`config.mk`:
```
export PLATFORM = sky130hd
export DESIGN_NAME = label_printer_raster_command_parser
export DESIGN_NICKNAME = d
export VERILOG_FILES = /design/src/rtl/core/lprcp_pkg.sv /design/src/rtl/core/label_printer_raster_command_parser.sv
export SDC_FILE = /design/constraint.sdc
export NUM_CORES = 1
export LEC_CHECK = 0
export ABC_AREA = 1
export BUFFER_PORTS_ARGS = -buffer_cell sky130_fd_sc_hd__buf_2
export CORE_MARGIN = 8
export CORE_UTILIZATION = 61
export CTS_BUF_LIST = sky130_fd_sc_hd__clkbuf_8 sky130_fd_sc_hd__clkbuf_16
export CTS_CLUSTER_DIAMETER = 50
export CTS_CLUSTER_SIZE = 8
export DETAILED_ROUTE_END_ITERATION = 8
export PLACE_DENSITY = 0.81
export SLEW_MARGIN = 20
export SYNTH_ARGS = -nofsm -noshare
export SYNTH_HDL_FRONTEND = slang
export SYNTH_SLANG_ARGS = --single-unit
```
`constraint.sdc`:
```
create_clock -name clk -period 4.7 [get_ports clk]
set_input_delay 0.47 -clock clk [delete_from_list [all_inputs] [get_ports clk]]
set_output_delay 0.47 -clock clk [all_outputs]
set_load 0.02 [all_outputs]
```
`src/rtl/core/lprcp_pkg.sv`:
```
// ----------------------------------------------------------------------------
// lprcp_pkg
// Shared types, codes and command tables for the label printer raster
// command parser.
// ----------------------------------------------------------------------------
package lprcp_pkg;

  // bytes of invalidate preamble skipped at the start of a buffer
  localparam logic [7:0] PREAMBLE_LENGTH = 8'd200;

  // top-level command bytes
  localparam logic [7:0] CH_MODE      = 8'h4d;  // 'M'
  localparam logic [7:0] CH_RASTER    = 8'h47;  // 'G'
  localparam logic [7:0] CH_EMPTY     = 8'h5a;  // 'Z'
  localparam logic [7:0] CH_PAGE_END  = 8'h1a;
  localparam logic [7:0] CH_ESC       = 8'h1b;
  localparam logic [7:0] CH_INIT      = 8'h40;  // '@'
  localparam logic [7:0] CH_INFO      = 8'h69;  // 'i'
  localparam logic [7:0] CH_STATUS    = 8'h53;  // 'S'
  localparam logic [7:0] MODE_TIFF    = 8'h02;
  localparam logic [7:0] PB_NOOP      = 8'h80;

  // ESC i letters that take arguments
  localparam logic [7:0] CH_LET_A_LO  = 8'h61;  // 'a'
  localparam logic [7:0] CH_LET_Z_LO  = 8'h7a;  // 'z'
  localparam logic [7:0] CH_LET_M_UP  = 8'h4d;  // 'M'
  localparam logic [7:0] CH_LET_K_UP  = 8'h4b;  // 'K'
  localparam logic [7:0] CH_LET_D_LO  = 8'h64;  // 'd'
  localparam logic [7:0] CH_LET_A_UP  = 8'h41;  // 'A'
  localparam logic [7:0] CH_LET_U_UP  = 8'h55;  // 'U'
  localparam logic [7:0] CH_LET_K_LO  = 8'h6b;  // 'k'

  typedef enum logic [2:0] {
    EV_RUN      = 3'd0,
    EV_EMPTY    = 3'd1,
    EV_MODE     = 3'd2,
    EV_INIT     = 3'd3,
    EV_ARG      = 3'd4,
    EV_STATUS   = 3'd5,
    EV_PAGE_END = 3'd6,
    EV_ERROR    = 3'd7
  } event_kind_t;

  typedef enum logic [8:0] {
    PH_PRE  = 9'b000000001,
    PH_TOP  = 9'b000000010,
    PH_MODE = 9'b000000100,
    PH_GLO  = 9'b000001000,
    PH_GHI  = 9'b000010000,
    PH_PAY  = 9'b000100000,
    PH_ESC  = 9'b001000000,
    PH_LET  = 9'b010000000,
    PH_ARG  = 9'b100000000
  } phase_t;

  typedef enum logic [2:0] {
    RUN_HDR = 3'b001,
    RUN_LIT = 3'b010,
    RUN_REP = 3'b100
  } run_phase_t;

  typedef struct packed {
    event_kind_t kind;
    logic [7:0]  value;
    logic [7:0]  repeat_cnt;
    logic        line_done;
    logic [7:0]  letter;
    logic [3:0]  position;
  } result_t;

  typedef struct packed {
    logic       ok;
    logic [3:0] count;
  } arg_info_t;

  function automatic arg_info_t arg_count(input logic [7:0] c);
    arg_info_t info;
    info.ok    = 1'b1;
    info.count = 4'd0;
    case (c)
      CH_LET_A_LO, CH_LET_M_UP, CH_LET_K_UP, CH_LET_A_UP: info.count = 4'd1;
      CH_LET_Z_LO: info.count = 4'd10;
      CH_LET_D_LO: info.count = 4'd2;
      CH_LET_U_UP: info.count = 4'd15;
      CH_LET_K_LO: info.count = 4'd3;
      CH_STATUS:   info.count = 4'd0;
      default:     info.ok    = 1'b0;
    endcase
    return info;
  endfunction

endpackage

```
`src/rtl/core/label_printer_raster_command_parser.sv`:
```
// ----------------------------------------------------------------------------
// label_printer_raster_command_parser
// Parses a printer command stream one byte per request, decodes PackBits
// raster payloads and emits runs, command arguments and events.
// ----------------------------------------------------------------------------
//
//  channel  direction  handshake           payload
//  in_      input      in_valid/in_stall   stream_byte, final_byte
//  out_     output     out_valid/out_stall event_kind .. argument_position
//  cfg_     input      cfg_wr_en           skip_preamble
//
// One request per cycle; a request's result, if any, appears in the output
// register on the next cycle. The parser state updates in the same cycle.
// Input stalls only while the output register holds a result and out_stall
// is high. Synchronous active-low reset clears the parser and sets
// skip_preamble. After page end or an error every request is consumed with
// no result until reset.
module label_printer_raster_command_parser (
  input  logic                      clk,
  input  logic                      rst_n,
  input  logic                      cfg_wr_en,
  input  logic                      cfg_wr_data,
  input  logic                      in_valid,
  output logic                      in_stall,
  input  logic [7:0]                in_stream_byte,
  input  logic                      in_final_byte,
  output logic                      out_valid,
  input  logic                      out_stall,
  output lprcp_pkg::event_kind_t    out_event_kind,
  output logic [7:0]                out_value_byte,
  output logic [7:0]                out_repeat_count,
  output logic                      out_line_done,
  output logic [7:0]                out_command_letter,
  output logic [3:0]                out_argument_position
);
  import lprcp_pkg::*;

  logic        skip_preamble_r;
  phase_t      phase_r, phase_nxt;
  logic [7:0]  preamble_seen_r, preamble_seen_nxt;
  logic        tiff_r, tiff_nxt;
  logic [7:0]  letter_r, letter_nxt;
  logic [3:0]  args_left_r, args_left_nxt;
  logic [3:0]  arg_cnt_r, arg_cnt_nxt;
  logic [7:0]  len_lo_r, len_lo_nxt;
  logic [15:0] line_left_r, line_left_nxt;
  run_phase_t  run_phase_r, run_phase_nxt;
  logic [7:0]  run_left_r, run_left_nxt;
  logic        stopped_r, stopped_nxt;

  logic        out_valid_r, out_valid_nxt;
  result_t     res_r, res;
  logic        res_valid;
  logic        in_accept;
  logic        res_load;

  assign in_stall  = out_valid_r & out_stall;
  assign in_accept = in_valid & ~in_stall;
  assign res_load  = in_accept & res_valid;

  always_comb begin
    logic        skip_byte;
    logic        early;
    logic        err;
    logic        clear_buf;
    logic [7:0]  b;
    logic        fin;
    logic [15:0] left;
    logic        done;
    phase_t      ph;
    arg_info_t   info;

    phase_nxt         = phase_r;
    preamble_seen_nxt = preamble_seen_r;
    tiff_nxt          = tiff_r;
    letter_nxt        = letter_r;
    args_left_nxt     = args_left_r;
    arg_cnt_nxt       = arg_cnt_r;
    len_lo_nxt        = len_lo_r;
    line_left_nxt     = line_left_r;
    run_phase_nxt     = run_phase_r;
    run_left_nxt      = run_left_r;
    stopped_nxt       = stopped_r;

    res       = '0;
    res_valid = 1'b0;
    skip_byte = 1'b0;
    early     = 1'b0;
    err       = 1'b0;
    clear_buf = 1'b0;
    b         = in_stream_byte;
    fin       = in_final_byte;
    left      = line_left_r - 16'd1;
    done      = (left == 16'd0);
    ph        = phase_r;
    info      = arg_count(b);

    if (!stopped_r) begin
      if (phase_r == PH_PRE) begin
        if (skip_preamble_r && (preamble_seen_r < PREAMBLE_LENGTH)) begin
          preamble_seen_nxt = preamble_seen_r + 8'd1;
          skip_byte = 1'b1;
          clear_buf = fin;
        end else begin
          ph = PH_TOP;
        end
      end

      if (!skip_byte) begin
        phase_nxt = ph;
        case (ph)
          PH_TOP: begin
            if (b == CH_MODE) begin
              phase_nxt = PH_MODE;
            end else if (b == CH_RASTER) begin
              phase_nxt = PH_GLO;
            end else if (b == CH_EMPTY) begin
              res_valid = 1'b1;
              res.kind  = EV_EMPTY;
            end else if (b == CH_PAGE_END) begin
              stopped_nxt = 1'b1;
              early       = 1'b1;
              res_valid   = 1'b1;
              res.kind    = EV_PAGE_END;
            end else if (b == CH_ESC) begin
              phase_nxt = PH_ESC;
            end else begin
              err = 1'b1;
            end
          end
          PH_MODE: begin
            tiff_nxt  = (b == MODE_TIFF);
            res_valid = 1'b1;
            res.kind  = EV_MODE;
            res.value = b;
            phase_nxt = PH_TOP;
          end
          PH_GLO: begin
            len_lo_nxt = b;
            phase_nxt  = PH_GHI;
          end
          PH_GHI: begin
            line_left_nxt = {b, len_lo_r};
            if ({b, len_lo_r} == 16'd0) begin
              res_valid     = 1'b1;
              res.kind      = EV_RUN;
              res.line_done = 1'b1;
              phase_nxt     = PH_TOP;
            end else begin
              phase_nxt     = PH_PAY;
              run_phase_nxt = RUN_HDR;
              run_left_nxt  = 8'd0;
            end
          end
          PH_PAY: begin
            line_left_nxt = left;
            res.kind      = EV_RUN;
            res.line_done = done;
            if (!tiff_r) begin
              res_valid      = 1'b1;
              res.value      = b;
              res.repeat_cnt = 8'd1;
            end else if (run_phase_r == RUN_HDR) begin
              if (b == PB_NOOP) begin
                // a no-op header that closes the line still reports the end
                res_valid = done;
              end else if (b > PB_NOOP) begin
                if (done) begin
                  err = 1'b1;
                end else begin
                  run_left_nxt  = 8'(9'd257 - {1'b0, b});
                  run_phase_nxt = RUN_REP;
                end
              end else begin
                if (({8'd0, b} + 16'd1) > left) begin
                  err = 1'b1;
                end else begin
                  run_left_nxt  = b + 8'd1;
                  run_phase_nxt = RUN_LIT;
                end
              end
            end else if (run_phase_r == RUN_LIT) begin
              res_valid      = 1'b1;
              res.value      = b;
              res.repeat_cnt = 8'd1;
              run_left_nxt   = run_left_r - 8'd1;
              if (run_left_r == 8'd1) begin
                run_phase_nxt = RUN_HDR;
              end
            end else begin
              res_valid      = 1'b1;
              res.value      = b;
              res.repeat_cnt = run_left_r;
              run_left_nxt   = 8'd0;
              run_phase_nxt  = RUN_HDR;
            end
            if (done && !err) begin
              phase_nxt     = PH_TOP;
              run_phase_nxt = RUN_HDR;
              run_left_nxt  = 8'd0;
            end
          end
          PH_ESC: begin
            if (b == CH_INIT) begin
              res_valid = 1'b1;
              res.kind  = EV_INIT;
              phase_nxt = PH_TOP;
            end else if (b == CH_INFO) begin
              phase_nxt = PH_LET;
            end else begin
              err = 1'b1;
            end
          end
          PH_LET: begin
            if (!info.ok) begin
              err = 1'b1;
            end else if (info.count == 4'd0) begin
              res_valid  = 1'b1;
              res.kind   = EV_STATUS;
              res.letter = CH_STATUS;
              phase_nxt  = PH_TOP;
            end else begin
              letter_nxt    = b;
              args_left_nxt = info.count;
              arg_cnt_nxt   = 4'd0;
              phase_nxt     = PH_ARG;
            end
          end
          PH_ARG: begin
            res_valid     = 1'b1;
            res.kind      = EV_ARG;
            res.value     = b;
            res.letter    = letter_r;
            res.position  = arg_cnt_r;
            arg_cnt_nxt   = arg_cnt_r + 4'd1;
            args_left_nxt = args_left_r - 4'd1;
            if (args_left_r == 4'd1) begin
              phase_nxt = PH_TOP;
            end
          end
          default: begin
            phase_nxt = PH_TOP;
            err       = 1'b1;
          end
        endcase

        // a buffer may only end between commands
        if (!early && !err && fin) begin
          if (phase_nxt != PH_TOP) begin
            err = 1'b1;
          end else begin
            clear_buf = 1'b1;
          end
        end
      end
    end

    if (err) begin
      stopped_nxt = 1'b1;
      res_valid   = 1'b1;
      res         = '0;
      res.kind    = EV_ERROR;
      res.value   = b;
    end

    if (clear_buf) begin
      phase_nxt         = PH_PRE;
      preamble_seen_nxt = 8'd0;
      tiff_nxt          = 1'b0;
      letter_nxt        = 8'd0;
      args_left_nxt     = 4'd0;
      arg_cnt_nxt       = 4'd0;
      len_lo_nxt        = 8'd0;
      line_left_nxt     = 16'd0;
      run_phase_nxt     = RUN_HDR;
      run_left_nxt      = 8'd0;
    end
  end

  always_comb begin
    if (res_load) begin
      out_valid_nxt = 1'b1;
    end else if (out_stall) begin
      out_valid_nxt = out_valid_r;
    end else begin
      out_valid_nxt = 1'b0;
    end
  end

  always_ff @(posedge clk) begin
    if (!rst_n) begin
      skip_preamble_r <= 1'b1;
      phase_r         <= PH_PRE;
      preamble_seen_r <= 8'd0;
      tiff_r          <= 1'b0;
      letter_r        <= 8'd0;
      args_left_r     <= 4'd0;
      arg_cnt_r       <= 4'd0;
      len_lo_r        <= 8'd0;
      line_left_r     <= 16'd0;
      run_phase_r     <= RUN_HDR;
      run_left_r      <= 8'd0;
      stopped_r       <= 1'b0;
      out_valid_r     <= 1'b0;
    end else begin
      if (cfg_wr_en) begin
        skip_preamble_r <= cfg_wr_data;
      end
      if (in_accept) begin
        phase_r         <= phase_nxt;
        preamble_seen_r <= preamble_seen_nxt;
        tiff_r          <= tiff_nxt;
        letter_r        <= letter_nxt;
        args_left_r     <= args_left_nxt;
        arg_cnt_r       <= arg_cnt_nxt;
        len_lo_r        <= len_lo_nxt;
        line_left_r     <= line_left_nxt;
        run_phase_r     <= run_phase_nxt;
        run_left_r      <= run_left_nxt;
        stopped_r       <= stopped_nxt;
      end
      out_valid_r <= out_valid_nxt;
    end
  end

  always_ff @(posedge clk) begin
    if (res_load) begin
      res_r <= res;
    end
  end

  assign out_valid             = out_valid_r;
  assign out_event_kind        = res_r.kind;
  assign out_value_byte        = res_r.value;
  assign out_repeat_count      = res_r.repeat_cnt;
  assign out_line_done         = res_r.line_done;
  assign out_command_letter    = res_r.letter;
  assign out_argument_position = res_r.position;

  // once halted, only reset restarts the parser
  a_stopped_holds: assert property (@(posedge clk) disable iff (!rst_n)
    stopped_r && rst_n |=> stopped_r)
    else $error("halted parser restarted without reset");

  a_no_result_when_stopped: assert property (@(posedge clk) disable iff (!rst_n)
    stopped_r |-> !res_load)
    else $error("result produced while halted");

  a_payload_has_bytes: assert property (@(posedge clk) disable iff (!rst_n)
    (phase_r == PH_PAY) && !stopped_r |-> (line_left_r != 16'd0))
    else $error("payload phase with no bytes left in line");

  a_run_has_bytes: assert property (@(posedge clk) disable iff (!rst_n)
    (run_phase_r != RUN_HDR) && !stopped_r |-> (run_left_r != 8'd0))
    else $error("packbits run active with zero count");

  a_repeat_range: assert property (@(posedge clk) disable iff (!rst_n)
    out_valid_r && (res_r.kind == EV_RUN) |-> (res_r.repeat_cnt <= 8'd128))
    else $error("raster run repeat count out of range");

endmodule

```
==> report_table.html <==
<table>
<tr><th>Metric</th><th>Value</th></tr>
<tr><th colspan="2">Power</th></tr>
<tr><td>Portion of total power attributed to combinational logic</td><td>0.433</td></tr>
<tr><td>Power density relative to cell area</td><td>about 420 nW/um2</td></tr>
<tr><td>Power share of the clock group</td><td>0.188</td></tr>
<tr><td>Sequential share of power</td><td>0.379</td></tr>
<tr><td>Leakage component of the power</td><td>3.309 nW</td></tr>
<tr><td>Cell internal pwr</td><td>1.689 mW</td></tr>
<tr><td>Net switching share of the total power</td><td>0.4479</td></tr>
<tr><td>Switching power</td><td>between 1 and 1.5 mW</td></tr>
<tr><td>Worst vdd rail ir drop</td><td>280.7 uV</td></tr>
<tr><th colspan="2">Drt</th></tr>
<tr><td>Detail Route Antenna Nets</td><td>0</td></tr>
<tr><td>Vias per Instance</td><td>5.739</td></tr>
<tr><td>Initial DRT Pass Iterations</td><td>5</td></tr>
<tr><td>Violation count after the first detailed-route iteration</td><td>819</td></tr>
<tr><td>Routed vias</td><td>6766</td></tr>
<tr><td>DRC viols</td><td>0</td></tr>
<tr><td>Detailed Route WL</td><td>18220 um</td></tr>
<tr><td>Routed length per placed instance</td><td>about 15 um</td></tr>
<tr><th colspan="2">Timing</th></tr>
<tr><td>Maximum achievable frequency</td><td>0.2411 GHz</td></tr>
<tr><td>Final TNS setup</td><td>0 ps</td></tr>
<tr><td>Final-report hold violation count</td><td>0</td></tr>
<tr><td>Tightest slew margin relative to the limit</td><td>0.4087</td></tr>
<tr><td>Setup Viol. Count Final</td><td>0</td></tr>
<tr><td>Final max-slew violation count</td><td>0</td></tr>
<tr><td>Tightest Pin Transition</td><td>885.9 ps</td></tr>
<tr><td>Final period utilization</td><td>0.8827</td></tr>
<tr><td>Setup repair after global routing missed its margin</td><td>false</td></tr>
<tr><td>Final worst-path setup slack</td><td>551.5 ps</td></tr>
<tr><td>Shortest clock period the worst path allows after layout</td><td>just over 4000 ps</td></tr>
<tr><td>Clock skew</td><td>18.61 ps</td></tr>
<tr><th colspan="2">Global routing</th></tr>
<tr><td>All-Layer GR Usage</td><td>0.2472</td></tr>
<tr><td>Wire length of the first global-routing pass</td><td>slightly below 30000 um</td></tr>
<tr><td>Total grt overflow</td><td>0</td></tr>
<tr><td>Via count of the first global-routing pass</td><td>6093</td></tr>
<tr><td>Met3 GRT Util</td><td>0.03676</td></tr>
<tr><td>Global routing usage on met1</td><td>0.3381</td></tr>
<tr><td>Largest net degree at the start of global routing</td><td>43</td></tr>
<tr><td>Initial antenna violation count</td><td>1</td></tr>
<tr><td>Most utilized layer in the global route result</td><td>met2</td></tr>
<tr><td>Fraction of met2 tracks used by global routing</td><td>0.3868</td></tr>
<tr><th colspan="2">Layout</th></tr>
<tr><td>Most common cell after layout, fill and taps aside</td><td>sky130_fd_sc_hd__nand2_1</td></tr>
<tr><td>Layout area overhead</td><td>7.566%</td></tr>
<tr><td>Layout net count</td><td>1071</td></tr>
<tr><td>Proportion of layout cells with a drive suffix above 1</td><td>0.1175</td></tr>
<tr><td>Leading cell types in the layout, fill and taps excluded</td><td>sky130_fd_sc_hd__nand2_1, sky130_fd_sc_hd__nor2_1, sky130_fd_sc_hd__inv_1</td></tr>
<tr><th colspan="2">Floorplan</th></tr>
<tr><td>Die outline height</td><td>121.4 um</td></tr>
<tr><td>Die Footprint</td><td>14750 um2</td></tr>
<tr><td>Top-level I/O count</td><td>49</td></tr>
<tr><td>Die Span X</td><td>121.4 um</td></tr>
<tr><td>Core box area</td><td>around 11000 um2</td></tr>
<tr><td>Starting density of the core</td><td>0.6255</td></tr>
<tr><td>Row count</td><td>38</td></tr>
<tr><th colspan="2">Clocking</th></tr>
<tr><td>CTS Hold Buffers Added</td><td>0</td></tr>
<tr><td>CTS tree</td><td>built</td></tr>
<tr><td>Level count of the clock H-tree</td><td>3</td></tr>
<tr><td>CTS Sinks</td><td>104</td></tr>
<tr><td>Buffer levels on the longest clock path</td><td>2</td></tr>
<tr><td>Clock tree root driver cell</td><td>sky130_fd_sc_hd__clkbuf_8</td></tr>
<tr><td>Total of cells resized after clock tree synthesis</td><td>0</td></tr>
<tr><td>Worst-path clk slew</td><td>120 ps</td></tr>
<tr><td>Cts bufs inserted</td><td>9</td></tr>
<tr><td>Later-pin clock latency in the skew report</td><td>400 ps</td></tr>
<tr><td>Number of setup buffers added after CTS</td><td>0</td></tr>
<tr><th colspan="2">Yosys</th></tr>
<tr><td>Fraction of synthesized cell area taken by the top area cell type</td><td>0.2126</td></tr>
<tr><td>Average size of a mapped cell</td><td>6.828 um2</td></tr>
<tr><td>Nets in the synthesized netlist</td><td>1031</td></tr>
<tr><td>Netlist Area Pre-Place</td><td>slightly below 7000 um2</td></tr>
<tr><td>Top cell type by total area after synthesis</td><td>sky130_fd_sc_hd__dfxtp_1</td></tr>
<tr><td>Post-synth EDFFs</td><td>32</td></tr>
<tr><td>Synthesis Warnings</td><td>0</td></tr>
<tr><td>Netlist cell types</td><td>48</td></tr>
<tr><td>Sequential share of the synthesized area</td><td>0.3543</td></tr>
<tr><td>Flip-flop and latch count after synthesis</td><td>104</td></tr>
<tr><td>Ys async rst share</td><td>0</td></tr>
<tr><td>Synth area leaders</td><td>sky130_fd_sc_hd__dfxtp_1, sky130_fd_sc_hd__edfxtp_1, sky130_fd_sc_hd__nand2_1</td></tr>
<tr><td>Flip-flop cell with the highest count after synthesis</td><td>sky130_fd_sc_hd__dfxtp_1</td></tr>
<tr><td>Cells after synthesis</td><td>993</td></tr>
<tr><th colspan="2">Worst setup path</th></tr>
<tr><td>Endpoint arrival time on the critical path</td><td>4450 ps</td></tr>
<tr><td>Endpoint required time on the critical path</td><td>~5000 ps</td></tr>
<tr><td>Most Frequent Cell on Critical Path</td><td>sky130_fd_sc_hd__nand2_1</td></tr>
<tr><td>Endpoint class of the critical path</td><td>flip-flop</td></tr>
<tr><td>Slowest cell on the critical path</td><td>sky130_fd_sc_hd__nor2_2</td></tr>
<tr><td>Max Fanout on Critical Path</td><td>between 40 and 50</td></tr>
<tr><td>Type of origin of the critical path</td><td>flip-flop</td></tr>
<tr><td>Critical path type</td><td>reg2reg</td></tr>
<tr><td>Delay contributed by the slowest stage of the critical path</td><td>410 ps</td></tr>
<tr><th colspan="2">Place</th></tr>
<tr><td># port buffers</td><td>48</td></tr>
<tr><td>Post-placement setup slack</td><td>around 520 ps</td></tr>
<tr><td>Placed wire-length estimate</td><td>13920 um</td></tr>
<tr><td>Routability Congestion</td><td>0.9699</td></tr>
<tr><th colspan="2">Job</th></tr>
<tr><td># Max-Cap Violations</td><td>0</td></tr>
<tr><th colspan="2">Hold path</th></tr>
<tr><td>Hold Crit Class</td><td>in2reg</td></tr>
<tr><th colspan="2">Run status</th></tr>
<tr><td>Status</td><td>finished clean</td></tr>
</table>
## cells in the mapped netlist, types with 2 or more instances
library cell / n
sky130_fd_sc_hd__a211oi_1: 11
sky130_fd_sc_hd__a21oi_1: 66
sky130_fd_sc_hd__a21oi_2: 2
sky130_fd_sc_hd__a22oi_1: 4
sky130_fd_sc_hd__a311oi_1: 2
sky130_fd_sc_hd__and2_1: 2
sky130_fd_sc_hd__buf_2: 6
sky130_fd_sc_hd__buf_4: 6
sky130_fd_sc_hd__buf_8: 2
sky130_fd_sc_hd__clkbuf_1: 8
sky130_fd_sc_hd__dfxtp_1: 72
sky130_fd_sc_hd__edfxtp_1: 32
sky130_fd_sc_hd__ha_1: 23
sky130_fd_sc_hd__inv_1: 136
sky130_fd_sc_hd__inv_2: 10
sky130_fd_sc_hd__nand2_1: 204
sky130_fd_sc_hd__nand2_2: 8
sky130_fd_sc_hd__nand2_4: 2
sky130_fd_sc_hd__nand3_1: 72
sky130_fd_sc_hd__nand3_2: 6
sky130_fd_sc_hd__nand3b_1: 3
sky130_fd_sc_hd__nand4_1: 20
sky130_fd_sc_hd__nand4_2: 2
sky130_fd_sc_hd__nor2_1: 144
sky130_fd_sc_hd__nor2_2: 13
sky130_fd_sc_hd__nor2_4: 4
sky130_fd_sc_hd__nor3_1: 21
sky130_fd_sc_hd__nor3_2: 2
sky130_fd_sc_hd__nor4_1: 5
sky130_fd_sc_hd__o211ai_1: 4
sky130_fd_sc_hd__o21a_1: 3
sky130_fd_sc_hd__o21ai_0: 61
sky130_fd_sc_hd__o21ai_1: 8
sky130_fd_sc_hd__o221ai_1: 5
sky130_fd_sc_hd__o31ai_1: 2
sky130_fd_sc_hd__xnor2_1: 2
sky130_fd_sc_hd__xor2_1: 9
## final timing paths
path                                startpoint               to  slack [ps]  cells after the start
worst max-delay path            line_left_r[0]    run_left_r[4]         550                     29
worst min-delay path                 cfg_wr_en  skip_preamble_r         260                      2
worst max register to register  line_left_r[0]    run_left_r[4]         550                     29
worst min register to register     letter_r[7]      letter_r[7]         460                      2
## worst max-delay path: cells and delay by family, from the launching register on
kind | cells | cell delay (ps)
and+or+nand+nor | 25 | 2940
adders and majority gates | 2 | 530
DFF | 1 | 350
buffers and inverters | 2 | 200
## cells by family (layout without fill, tap and decap cells)
kind of cell,after synthesis,after routing,share of synthesized area
DFF,104,104,0.3543
adders and majority gates,23,23,0.04244
and+or+nand+nor,510,510,0.3383
other,0,1,0
buffers and inverters,170,215,0.1032
xor gates and xnor gates,11,11,0.01421
AOI/OAI and AO/OA,175,175,0.1476
## per-layer routing
layer	vias up	wire length, um
li1	3340	-
met1	3089	8239
met2	305	8063
met3	32	1544
met4	0	370
met5	-	0
## power by group through the flow
| stage | Sequential [mW] | Clock, mW | Combinational [mW] |
|---|---|---|---|
| after floorplan | 1.26 | 0 | 0.906 |
| after global placement | 1.18 | 0 | 1.28 |
| after detailed placement | 1.18 | 0 | 1.30 |
| after CTS | 1.16 | 0.578 | 1.31 |
| after global routing | 1.18 | 0.607 | 1.48 |
| final | 1.16 | 0.575 | 1.32 |
## sequential cells by signal, indices dropped and copies added, names as in the netlist, 3 cells and up
signal,count
line_left_r,16
phase_r,9
len_lo_r,8
letter_r,8
out_command_letter,8
out_repeat_count,8
out_value_byte,8
preamble_seen_r,8
run_left_r,8
arg_cnt_r,4
args_left_r,4
out_argument_position,4
out_event_kind,3
run_phase_r,3
## through the flow
stage	utilization	total power, mW	instances	cell area, um2	hold WS (ps)
after floorplan	-	2.168	993	6780	416.8
after global placement	0.6533	2.458	1162	7082	431.0
after detailed placement	0.6533	2.479	1162	7082	445.3
after CTS	0.6726	3.043	1178	7291	257.2
after global routing	0.6728	3.260	1179	7293	271.4
final	0.6728	3.060	1179	7293	256.9
## area by class of cell
cell class              count  area (um2)
multi-input cells         719        3679
inverters                 146       548.0
fillers                   975        3547
clock inverters             7       85.08
well taps                 140       175.2
clock buffers               9       123.9
flip-flops and latches    104        2402
repair buffers             53       277.8
diodes                      1       2.502
Note: power is estimated with default switching activity, not from simulation.
